File: src/sspr_pkg.sv
// shared types and constants of the servo status packet receiver
package sspr_pkg;

    localparam int MAX_PACKET   = 32;
    localparam int CNT_W        = $clog2(MAX_PACKET + 1);
    localparam int TOTAL_W      = 9;
    localparam int BYTE_INDEX_W = 5;
    localparam int TICKS_W      = 16;

    localparam logic [TICKS_W-1:0] TIMEOUT_RESET = 16'd1000;
    localparam logic [7:0]         SUM_GOOD      = 8'hFF;
    localparam logic [7:0]         LEN_OVERHEAD  = 8'd4;
    localparam logic [7:0]         LEN_MIN       = 8'd2;
    localparam logic [CNT_W-1:0]   IDX_SUM_FIRST = CNT_W'(2);
    localparam logic [CNT_W-1:0]   IDX_LENGTH    = CNT_W'(3);

    typedef enum logic [1:0] {
        ACT_START = 2'd0,
        ACT_BYTE  = 2'd1,
        ACT_TICK  = 2'd2
    } t_action;

    typedef enum logic [2:0] {
        ST_BUSY     = 3'd0,
        ST_GOOD     = 3'd1,
        ST_CHECKSUM = 3'd2,
        ST_TIMEOUT  = 3'd3,
        ST_LENGTH   = 3'd4
    } t_status;

    typedef struct packed {
        logic [1:0] action;
        logic [7:0] rx_byte;
    } t_item;

    typedef struct packed {
        logic [BYTE_INDEX_W-1:0] byte_index;
        logic [7:0]              packet_byte;
        logic [2:0]              status;
        logic                    last;
    } t_result;

endpackage

File: src/sspr_in_stage.sv
// input register holding one accepted item
module sspr_in_stage (
    input  logic           i_clk,
    input  logic           i_rst_n,
    input  logic           i_valid,
    input  sspr_pkg::t_item i_item,
    input  logic           i_take,
    output logic           o_ready,
    output logic           o_valid,
    output sspr_pkg::t_item o_item
);

    logic            r_valid;
    sspr_pkg::t_item r_item;

    assign o_ready = !r_valid || i_take;
    assign o_valid = r_valid;
    assign o_item  = r_item;

    always_ff @(posedge i_clk) begin
        if (!i_rst_n) begin
            r_valid <= 1'b0;
        end else if (o_ready) begin
            r_valid <= i_valid;
        end
        if (o_ready && i_valid) begin
            r_item <= i_item;
        end
    end

endmodule

File: src/sspr_core.sv
// packet state, checksum, length check and tick countdown
module sspr_core (
    input  logic                           i_clk,
    input  logic                           i_rst_n,
    input  logic                           i_cfg_we,
    input  logic [sspr_pkg::TICKS_W-1:0]   i_cfg_ticks,
    input  logic                           i_fire,
    input  sspr_pkg::t_item                i_item,
    output logic                           o_res_valid,
    output sspr_pkg::t_result              o_res
);

    logic [sspr_pkg::TICKS_W-1:0] r_ticks;
    logic                         r_receiving, n_receiving;
    logic [sspr_pkg::CNT_W-1:0]   r_count, n_count;
    logic [sspr_pkg::CNT_W-1:0]   r_exp, n_exp;
    logic [7:0]                   r_sum, n_sum;
    logic [sspr_pkg::TICKS_W-1:0] r_left, n_left;

    logic [sspr_pkg::TOTAL_W-1:0] total;
    logic [sspr_pkg::CNT_W-1:0]   count_inc;
    logic                         len_bad;

    assign total     = sspr_pkg::TOTAL_W'(i_item.rx_byte)
                     + sspr_pkg::TOTAL_W'(sspr_pkg::LEN_OVERHEAD);
    assign count_inc = r_count + sspr_pkg::CNT_W'(1);
    assign len_bad   = (i_item.rx_byte < sspr_pkg::LEN_MIN)
                    || (total > sspr_pkg::TOTAL_W'(sspr_pkg::MAX_PACKET));

    always_comb begin
        n_receiving = r_receiving;
        n_count     = r_count;
        n_exp       = r_exp;
        n_sum       = r_sum;
        n_left      = r_left;
        o_res_valid = 1'b0;
        o_res.byte_index  = r_count[sspr_pkg::BYTE_INDEX_W-1:0];
        o_res.packet_byte = i_item.rx_byte;
        o_res.status      = sspr_pkg::ST_BUSY;
        o_res.last        = 1'b0;
        case (i_item.action)
            sspr_pkg::ACT_START: begin
                n_receiving = 1'b1;
                n_count     = '0;
                n_exp       = '0;
                n_sum       = '0;
                n_left      = r_ticks;
            end
            sspr_pkg::ACT_TICK: begin
                if (r_receiving) begin
                    if (r_left <= sspr_pkg::TICKS_W'(1)) begin
                        n_left            = '0;
                        n_receiving       = 1'b0;
                        o_res_valid       = 1'b1;
                        o_res.packet_byte = '0;
                        o_res.status      = sspr_pkg::ST_TIMEOUT;
                        o_res.last        = 1'b1;
                    end else begin
                        n_left = r_left - sspr_pkg::TICKS_W'(1);
                    end
                end
            end
            sspr_pkg::ACT_BYTE: begin
                if (r_receiving) begin
                    o_res_valid = 1'b1;
                    if (r_count >= sspr_pkg::IDX_SUM_FIRST) begin
                        n_sum = r_sum + i_item.rx_byte;
                    end
                    if (r_count == sspr_pkg::IDX_LENGTH && len_bad) begin
                        n_receiving  = 1'b0;
                        o_res.status = sspr_pkg::ST_LENGTH;
                        o_res.last   = 1'b1;
                    end else begin
                        if (r_count == sspr_pkg::IDX_LENGTH) begin
                            n_exp = total[sspr_pkg::CNT_W-1:0];
                        end
                        n_count = count_inc;
                        if (r_count >= sspr_pkg::IDX_LENGTH && count_inc >= n_exp) begin
                            n_receiving  = 1'b0;
                            o_res.status = (n_sum == sspr_pkg::SUM_GOOD)
                                         ? sspr_pkg::ST_GOOD : sspr_pkg::ST_CHECKSUM;
                            o_res.last   = 1'b1;
                        end else begin
                            n_left = r_ticks;
                        end
                    end
                end
            end
            default: begin
            end
        endcase
    end

    always_ff @(posedge i_clk) begin
        if (!i_rst_n) begin
            r_ticks     <= sspr_pkg::TIMEOUT_RESET;
            r_receiving <= 1'b0;
            r_count     <= '0;
            r_exp       <= '0;
            r_sum       <= '0;
            r_left      <= '0;
        end else begin
            if (i_cfg_we) begin
                r_ticks <= i_cfg_ticks;
            end
            if (i_fire) begin
                r_receiving <= n_receiving;
                r_count     <= n_count;
                r_exp       <= n_exp;
                r_sum       <= n_sum;
                r_left      <= n_left;
            end
        end
    end

endmodule

File: src/sspr_out_stage.sv
// result register toward the output channel
module sspr_out_stage (
    input  logic              i_clk,
    input  logic              i_rst_n,
    input  logic              i_load,
    input  sspr_pkg::t_result i_res,
    input  logic              i_ready,
    output logic              o_can_load,
    output logic              o_valid,
    output sspr_pkg::t_result o_res
);

    logic              r_valid;
    sspr_pkg::t_result r_res;

    assign o_can_load = !r_valid || i_ready;
    assign o_valid    = r_valid;
    assign o_res      = r_res;

    always_ff @(posedge i_clk) begin
        if (!i_rst_n) begin
            r_valid <= 1'b0;
        end else if (i_load) begin
            r_valid <= 1'b1;
        end else if (i_ready) begin
            r_valid <= 1'b0;
        end
        if (i_load) begin
            r_res <= i_res;
        end
    end

endmodule

File: src/servo_status_packet_receiver.sv
// top level of the servo status packet receiver
//
//  channel | direction | handshake                  | payload
//  in      | sink      | i_in_valid / o_in_ready    | i_action, i_rx_byte
//  out     | source    | o_out_valid / i_out_ready  | o_byte_index, o_packet_byte,
//          |           |                            | o_status, o_last
//  cfg     | sink      | i_cfg_valid / o_cfg_ready  | i_cfg_timeout_ticks
//
// one transaction per cycle on the input while o_in_ready is high; each item is
// held in the input register, then its result goes into the result register
// reset is synchronous active low; timeout_ticks returns to 1000, receiver idle
// a stalled output holds its result while the input register still drains into
// the result register as soon as that register is taken
// cfg_ready is always high; the write lands the next edge
module servo_status_packet_receiver (
    input  logic        i_clk,
    input  logic        i_rst_n,
    // input items
    input  logic        i_in_valid,
    output logic        o_in_ready,
    input  logic [1:0]  i_action,
    input  logic [7:0]  i_rx_byte,
    // result items
    output logic        o_out_valid,
    input  logic        i_out_ready,
    output logic [4:0]  o_byte_index,
    output logic [7:0]  o_packet_byte,
    output logic [2:0]  o_status,
    output logic        o_last,
    // configuration
    input  logic        i_cfg_valid,
    output logic        o_cfg_ready,
    input  logic [15:0] i_cfg_timeout_ticks
);

    sspr_pkg::t_item   in_item;
    sspr_pkg::t_item   held_item;
    sspr_pkg::t_result core_res;
    sspr_pkg::t_result out_res;
    logic              held_valid;
    logic              can_load;
    logic              fire;
    logic              res_valid;

    assign in_item.action  = i_action;
    assign in_item.rx_byte = i_rx_byte;

    // an item leaves the input register when the result slot is free or freeing
    assign fire        = held_valid && can_load;
    assign o_cfg_ready = 1'b1;

    sspr_in_stage u_in (
        .i_clk   (i_clk),
        .i_rst_n (i_rst_n),
        .i_valid (i_in_valid),
        .i_item  (in_item),
        .i_take  (fire),
        .o_ready (o_in_ready),
        .o_valid (held_valid),
        .o_item  (held_item)
    );

    // packet tracking: counter, checksum, length check, tick countdown
    sspr_core u_core (
        .i_clk       (i_clk),
        .i_rst_n     (i_rst_n),
        .i_cfg_we    (i_cfg_valid),
        .i_cfg_ticks (i_cfg_timeout_ticks),
        .i_fire      (fire),
        .i_item      (held_item),
        .o_res_valid (res_valid),
        .o_res       (core_res)
    );

    // only items that produce a result occupy the result register
    sspr_out_stage u_out (
        .i_clk      (i_clk),
        .i_rst_n    (i_rst_n),
        .i_load     (fire && res_valid),
        .i_res      (core_res),
        .i_ready    (i_out_ready),
        .o_can_load (can_load),
        .o_valid    (o_out_valid),
        .o_res      (out_res)
    );

    assign o_byte_index  = out_res.byte_index;
    assign o_packet_byte = out_res.packet_byte;
    assign o_status      = out_res.status;
    assign o_last        = out_res.last;

endmodule

File: config.mk
export PLATFORM = sky130hd
export DESIGN_NAME = servo_status_packet_receiver
export DESIGN_NICKNAME = d
export VERILOG_FILES = /design/src/sspr_pkg.sv /design/src/sspr_in_stage.sv /design/src/sspr_core.sv /design/src/sspr_out_stage.sv /design/src/servo_status_packet_receiver.sv
export SDC_FILE = /design/constraint.sdc
export NUM_CORES = 1
export LEC_CHECK = 0
export ABC_AREA = 1
export BUFFER_PORTS_ARGS = -buffer_cell sky130_fd_sc_hd__buf_2
export CAP_MARGIN = 20
export CELL_PAD_IN_SITES_DETAIL_PLACEMENT = 0
export CELL_PAD_IN_SITES_GLOBAL_PLACEMENT = 1
export CORE_MARGIN = 2
export CORE_UTILIZATION = 46
export DETAILED_ROUTE_END_ITERATION = 16
export PLACE_DENSITY_LB_ADDON = 0.25
export SYNTH_ARGS = -nofsm -noshare
export SYNTH_HDL_FRONTEND = slang
export SYNTH_SLANG_ARGS = --single-unit
File: constraint.sdc
create_clock -name i_clk -period 4.6 [get_ports i_clk]
set_clock_uncertainty 0.05 [all_clocks]
set_input_delay 0.23 -clock i_clk [delete_from_list [all_inputs] [get_ports i_clk]]
set_output_delay 0.23 -clock i_clk [all_outputs]
set_load 0.02 [all_outputs]
==> results of run 1 <==
==> stage by stage <==
stage,instances,hold slack [ps]
final,829,19.7
after global routing,829,24.2
after CTS,829,4.95
after detailed placement,802,359
after global placement,802,357
after floorplan,639,279
==> synthesized netlist by cell type, drive strengths merged <==
cell,count
nand2,149
inv,93
nor2,93
dfxtp,55
o21ai,42
a21oi,41
nand3,35
edfxtp,27
ha,25
nand4,13
buf,12
o22ai,11
xor2,9
clkbuf,7
nor3,5
nand3b,4
or2,4
xnor2,4
clkinv,2
o21bai,2
a211oi,1
a21o,1
conb,1
fa,1
nor4,1
o2111ai,1
==> cell families (layout without fill, tap and decap cells) <==
| family | count (synthesis) | count (layout) |
|---|---|---|
| DFF | 82 | 82 |
| and+or+nand+nor | 304 | 304 |
| adders and majority gates | 26 | 26 |
| buffers and inverters | 114 | 171 |
| AOI/OAI and AO/OA | 99 | 99 |
| other | 1 | 1 |
| xor gates and xnor gates | 13 | 13 |
==> tightest hold or removal path, stage by stage <==
cell	delay, ps
buf_2	80
a21oi_1	50
o21ai_0	60
==> worst paths after layout <==
kind                                             start                end  cells past startpoint
worst min register to register         u_core.r_exp[3]    u_core.r_exp[3]                      2
worst max-delay path                 u_core.r_count[0]  u_core.r_left[14]                     15
worst max register to register       u_core.r_count[0]  u_core.r_left[14]                     15
worst min-delay path            i_cfg_timeout_ticks[7]  u_core.r_ticks[7]                      3
==> per-layer routing <==
layer	vias to the layer above	GRT usage [%]	share of wire (%)
met3	23	5.86	4.4
met5	-	0	0
met4	0	8.00	2.7
li1	2156	-	-
met1	1849	24.0	44
met2	93	34.9	49
==> state kept, by name (all words and copies together), names as in the netlist, 6 cells and up <==
signal          count
u_core.r_ticks     16
u_core.r_count      6
u_core.r_left      16
u_in.o_item        10
u_core.r_exp        6
u_core.r_sum        8
u_out.o_res        17
==> cell type report <==
type / count / area (µm²)
timing repair buffer: 60 / 355
fill: 1011 / 4550
multi-input combinational: 443 / 2310
clock buffer: 13 / 159
tap: 133 / 166
clock inverter: 3 / 15.0
sequential: 82 / 1910
inverter: 95 / 358
==> power breakdown <==
| group | switching [mW] | total (mW) | internal [mW] |
|---|---|---|---|
| Sequential | 0.0275 | 0.807 | 0.780 |
| Combinational | 0.191 | 0.304 | 0.113 |
| Clock | 0.258 | 0.482 | 0.223 |
| Total | 0.477 | 1.59 | 1.12 |
==> what timing repair did <==
| item | 4_1_cts | 5_1_grt |
|---|---|---|
| hold buffers | 11 | 0 |
| resized for setup | 0 | 0 |
| endpoints found under the hold margin | 11 | 0 |
| setup buffers | 0 | 0 |
==> placed cells by master (no fill, tap or decap), types with 11 or more instances in the layout <==
cell type / count
ha_1: 25
nand3_1: 33
nand2_1: 144
nor2_1: 86
dfxtp_1: 55
clkbuf_8: 11
dlygate4sd3_1: 11
inv_1: 89
buf_2: 49
nand4_1: 12
o22ai_1: 11
a21oi_1: 40
o21ai_0: 40
edfxtp_1: 27
==> summary.md, run 1 <==
| Metric | Value |
|---|---|
| Status | `finished, final reports clean` |
| Final wirelength | `10.7 mm` |
| Vias | `4121` |
| CP cell instances | `ha_1 > inv_1 > nor2_4 > inv_1 > o21ai_0 > ha_1 > nand2_1 > nor2_1 > o21ai_0 > nand4_1 > nand3_1 > nand4_4 > nand2_1 > nand2_1 > nor2_1` |
| Peak VDD IR | `0.199 mV` |
| Slowest CP cell | `dfxtp_1` |
| Sequential-to-total area share from yosys stat | `40.8%` |
| Core area | `9820 µm²` |
| Max-cap violations | `0` |
| Die Wd | `105 µm` |
| Total negative setup slack | `0 ps` |
| Tightest Pin Transition | `833 ps` |
| Pins Over Slew Limit | `0` |
| DR WL/cell | `12.9 µm` |
| Ports | `51` |
| Yosys warnings | `0` |
| Worst-skew pair later-pin latency | `380 ps` |
| Synth Area in Simple Gates | `28.3%` |
| Buffers on Ports | `49` |
| Clock Sink Count | `82` |
| XOR/XNOR share of the synthesized area | `2.43%` |
| Clock Path Buffers | `2` |
| Die ar. | `11000 µm²` |
| Placer congestion estimate | `0.869` |
| #FFs+latches synth | `82` |
| Slew HR | `44.5%` |
| CTS clock-pin slew for the worst setup and hold paths | `80 ps` |
| First-pass GRT wire length | `17.7 mm` |
| Crit Path Max Fanout | `32` |
| DRC | `0` |
| Mapped cell area | `4690 µm²` |
| WS Path Type | `flop to flop` |
| Final core occ | `53.7%` |
| Type of the tightest min-delay check | `input pin to flop` |
| Final ANT Viol Nets | `0` |
| ANT cells | `0` |
| Fin. Hold Viols | `0` |
| Main combinational cell family by area after synthesis | `simple AND/OR/NAND/NOR gates` |
| Crit end category | `flop` |
| Largest net degree at the start of global routing | `38` |
| Crit-path most repeated cell | `nand2_1` |
| RSZ-0062 raised after global routing | `no` |
| Compound-cell area share of the yosys netlist | `11.3%` |
| Vias per inst | `4.97` |
| Worst path bufs/invs | `2` |
| CP startpoint kind | `flop` |
| Area leader, netlist | `dfxtp_1` |
| Synth cell types | `41` |
| Final-report setup violation count | `0` |
| Layout area overhead | `12.5%` |
| Vias in the first global route | `3837` |
| Setup ws final | `1470 ps` |
| Highest Clock Rate | `0.319 GHz` |
| # H-tree levels | `3` |
| CP top delay family | `simple AND/OR/NAND/NOR gates` |
| Pleak | `2.56 nW` |
| Initial DRC count | `184` |
| Initial antenna violation count | `0` |
| WP data arrival | `3390 ps` |
| CTS buffer count | `9` |
| Standard-cell rows | `36` |
| CTS tree | `yes` |
| Pwr Density | `302 nW/µm²` |
| Mux cell area share after synthesis | `0%` |
| Pre-CTS WS | `1490 ps` |
| Worst path max stage delay | `470 ps` |
| Area after DPL | `4990 µm²` |
| Final period util | `68.1%` |
| CP required | `4860 ps` |
| Post-Synth Adder-Cell Area | `7.10%` |
| Total grt overflow | `0` |
| Syn Nets | `696` |
| Mean Syn Cell Area | `7.33 µm²` |
| Detailed Routing Iterations Pass 1 | `4` |
| Layout cell share with drive strength beyond 1 | `12.5%` |
| Post-Syn Instances | `639` |
| Die Ht | `105 µm` |
| DP HPWL | `7.77 mm` |
| Final net count | `748` |
| Main area contributors after synthesis | `dfxtp_1, edfxtp_1, nand2_1, inv_1, nor2_1` |
| All-Layer GR Usage | `20.4%` |
| Initial Util | `47.7%` |
| R2R setup slack | `1470 ps` |
| Finished Cell Area | `5270 µm²` |
| Root Buffer | `clkbuf_8` |
| Total power draw | `1.59 mW` |
| Top-area cell type share of the netlist area | `23.5%` |
| Period minus WS final | `3130 ps` |
No activity file was read; power rests on OpenSTA's default activity.
==> run 2, diff against run 1 <==
--- a/config.mk
+++ b/config.mk
@@ -11,7 +11,7 @@
 export CELL_PAD_IN_SITES_DETAIL_PLACEMENT = 0
 export CELL_PAD_IN_SITES_GLOBAL_PLACEMENT = 1
 export CORE_MARGIN = 2
-export CORE_UTILIZATION = 46
+export CORE_UTILIZATION = 43
 export DETAILED_ROUTE_END_ITERATION = 16
 export PLACE_DENSITY_LB_ADDON = 0.25
 export SYNTH_ARGS = -nofsm -noshare
==> constraint.sdc (replaced) <==
create_clock -name i_clk -period 3.3 [get_ports i_clk]
set_clock_uncertainty 0.05 [all_clocks]
set_input_delay 0.165 -clock i_clk [delete_from_list [all_inputs] [get_ports i_clk]]
set_output_delay 0.165 -clock i_clk [all_outputs]
set_load 0.02 [all_outputs]
==> run 2 against run 1 <==
  * Worst hold slack better by 4.0 ps
  * Total power is 40% higher
  * Non-clock buffer count is 15 higher
  * Critical path type unchanged
  * Clock power is 37% higher
  * Worst setup slack worse by 1100 ps
  * Highest routed layer unchanged
  * Routed wire length is 7.5% higher
  * Global-route usage is 0.19 points lower
  * Largest power group unchanged
==> summary.md, run 2 (synthesized netlist as in run 1, its figures left out) <==
| Metric | Value |
|---|---|
| Status | `finished, final reports clean` |
| Crit Path Max Fanout | `16` |
| Power share of the sequential group | `50.3%` |
| Layout area overhead | `16.0%` |
| Total power draw | `2.24 mW` |
| Highest Clock Rate | `0.339 GHz` |
| Pins Over Slew Limit | `0` |
| Pre-CTS WS | `340 ps` |
| Commonest non-fill, non-tap cells in the layout | `nand2_1, inv_1, nor2_1, dfxtp_1, buf_2` |
| Setup ws final | `351 ps` |
| All-Layer GR Usage | `20.2%` |
| DRC | `0` |
| Final period util | `89.4%` |
| Cell Int Power | `1.57 mW` |
| Vias in the first global route | `3896` |
| Pwr Density | `411 nW/µm²` |
| RSZ-0062 raised after global routing | `no` |
| Final-report setup violation count | `0` |
| Psw | `663 µW` |
| Fillers | `1090` |
| Crit end category | `flop` |
| R2R Path Start | `u_core.r_count[2]` |
| WP data arrival | `3170 ps` |
| CP startpoint kind | `flop` |
| Placer congestion estimate | `0.842` |
| Standard-cell rows | `38` |
| Vias | `4114` |
| Final core occ | `50.6%` |
| Initial Util | `43.6%` |
| Hold Path Sink | `u_out.o_valid` |
| Layout cell share with drive strength beyond 1 | `13.1%` |
| Die Wd | `108 µm` |
| Clock Sink Count | `82` |
| Detailed Routing Iterations Pass 1 | `4` |
| Initial antenna violation count | `0` |
| WS Path Type | `flop to flop` |
| Final ANT Viol Nets | `0` |
| Largest net degree at the start of global routing | `37` |
| Total grt overflow | `0` |
| First-pass GRT wire length | `18.1 mm` |
| Die ar. | `11700 µm²` |
| Period minus WS final | `2950 ps` |
| Root Buffer | `clkbuf_8` |
| R2R setup slack | `350 ps` |
| Core area | `10700 µm²` |
| Clock share of power | `29.5%` |
| Ports | `51` |
| DR WL/cell | `13.5 µm` |
| Most common cell after layout, fill and taps aside | `nand2_1` |
| Pleak | `2.63 nW` |
| Reg2Reg Depth | `14` |
| Peak VDD IR | `0.291 mV` |
| Vias per inst | `4.83` |
| CTS tree | `yes` |
| Final net count | `764` |
| Buffers on Ports | `49` |
| Clock Path Buffers | `2` |
| Slew HR | `56.0%` |
| # H-tree levels | `3` |
| Type of the tightest min-delay check | `input pin to flop` |
| Worst-skew pair later-pin latency | `380 ps` |
| CTS clock-pin slew for the worst setup and hold paths | `80 ps` |
| ANT cells | `0` |
| CTS buffer count | `9` |
| Fin. Hold Viols | `0` |
| FF-to-FF End | `u_core.r_left[7]` |
| CP required | `3520 ps` |
| Tightest Pin Transition | `659 ps` |
| Final wirelength | `11.5 mm` |
| Worst hold stages | `4` |
| Total negative setup slack | `0 ps` |
| Switch share | `29.7%` |
| DP HPWL | `8.04 mm` |
| Max FFs per register | `17` |
| Max-cap violations | `0` |
| Hold path start | `i_out_ready` |
| Die Ht | `108 µm` |
| Combinational share of power | `20.2%` |
| Initial DRC count | `225` |
-- run 2: cell count changes in the layout (fill, tap and decap cells not counted) --
cell / previous run / this run
buf_12: 0 / 1
buf_4: 0 / 7
clkbuf_1: 2 / 4
clkinv_2: 4 / 1
dlygate4sd3_1: 11 / 18
nand4_4: 1 / 2
o21ai_0: 40 / 39
o21ai_1: 1 / 2
-- run 2: worst max path at each step --
stage                        endpoint  cells after the start               from
floorplan            u_core.r_left[1]                     16  u_core.r_count[0]
global placement     u_core.r_left[9]                     13  u_core.r_count[0]
detailed placement   u_core.r_left[3]                     13  u_core.r_count[0]
CTS                 u_core.r_left[12]                     14  u_core.r_count[0]
global route        u_core.r_left[11]                     15  u_core.r_count[0]
finish               u_core.r_left[7]                     14  u_core.r_count[2]
-- run 2: stage by stage --
step / hold WS (ps) / cell area, µm² / std cells
floorplan: 214 / 4690 / 639
global placement: 296 / 5050 / 816
detailed placement: 293 / 5050 / 816
CTS: 5.79 / 5400 / 849
global route: 9.49 / 5440 / 851
finish: 23.6 / 5440 / 851
-- run 2: area by class of cell --
| type | count | area [µm²] | share of cell area, % |
|---|---|---|---|
| Clock buffer | 15 | 166 | 3.06 |
| Timing Repair Buffer | 75 | 498 | 9.16 |
| Tap cell | 140 | 175 | 3.22 |
| Multi-Input combinational cell | 444 | 2330 | 42.8 |
| Sequential cell | 82 | 1910 | 35.2 |
| Inverter | 95 | 358 | 6.58 |
-- run 2: worst max-delay path, cell delays in order (launching register included) --
cell	delay [ps]
dfxtp_1	390
nor2_4	220
nand2_1	120
nor2_4	290
o21ai_0	190
o21ai_0	150
ha_1	280
nand2_1	80
nor2_1	50
o21ai_0	70
nand4_1	140
nand3_1	240
nand4_4	310
nor2_1	200
nor2_1	60
-- run 2: timing repair --
action,4_1_cts,5_1_grt
hold buffers,18,0
endpoints found under the hold margin,18,0
resized for setup,0,2
endpoints found under the setup margin,0,16
setup buffers,0,1
-- run 2: metal layers --
layer / up-vias / part of all wire, % / track usage [%] / routed length, µm
met5: - / 0 / 0 / 0
met4: 0 / 1.1 / 6.04 / 121
met1: 1845 / 47 / 24.2 / 5420
li1: 2190 / - / - / -
met3: 8 / 3.6 / 5.61 / 413
met2: 71 / 48 / 35.3 / 5520
-- run 2: power by group through the flow --
| stage | registers, mW | clock network [mW] | logic (mW) |
|---|---|---|---|
| after floorplan | 1.14 | 0 | 0.330 |
| after global placement | 1.15 | 0 | 0.421 |
| after detailed placement | 1.15 | 0 | 0.426 |
| after CTS | 1.12 | 0.688 | 0.445 |
| after global routing | 1.13 | 0.726 | 0.518 |
| final | 1.12 | 0.659 | 0.452 |
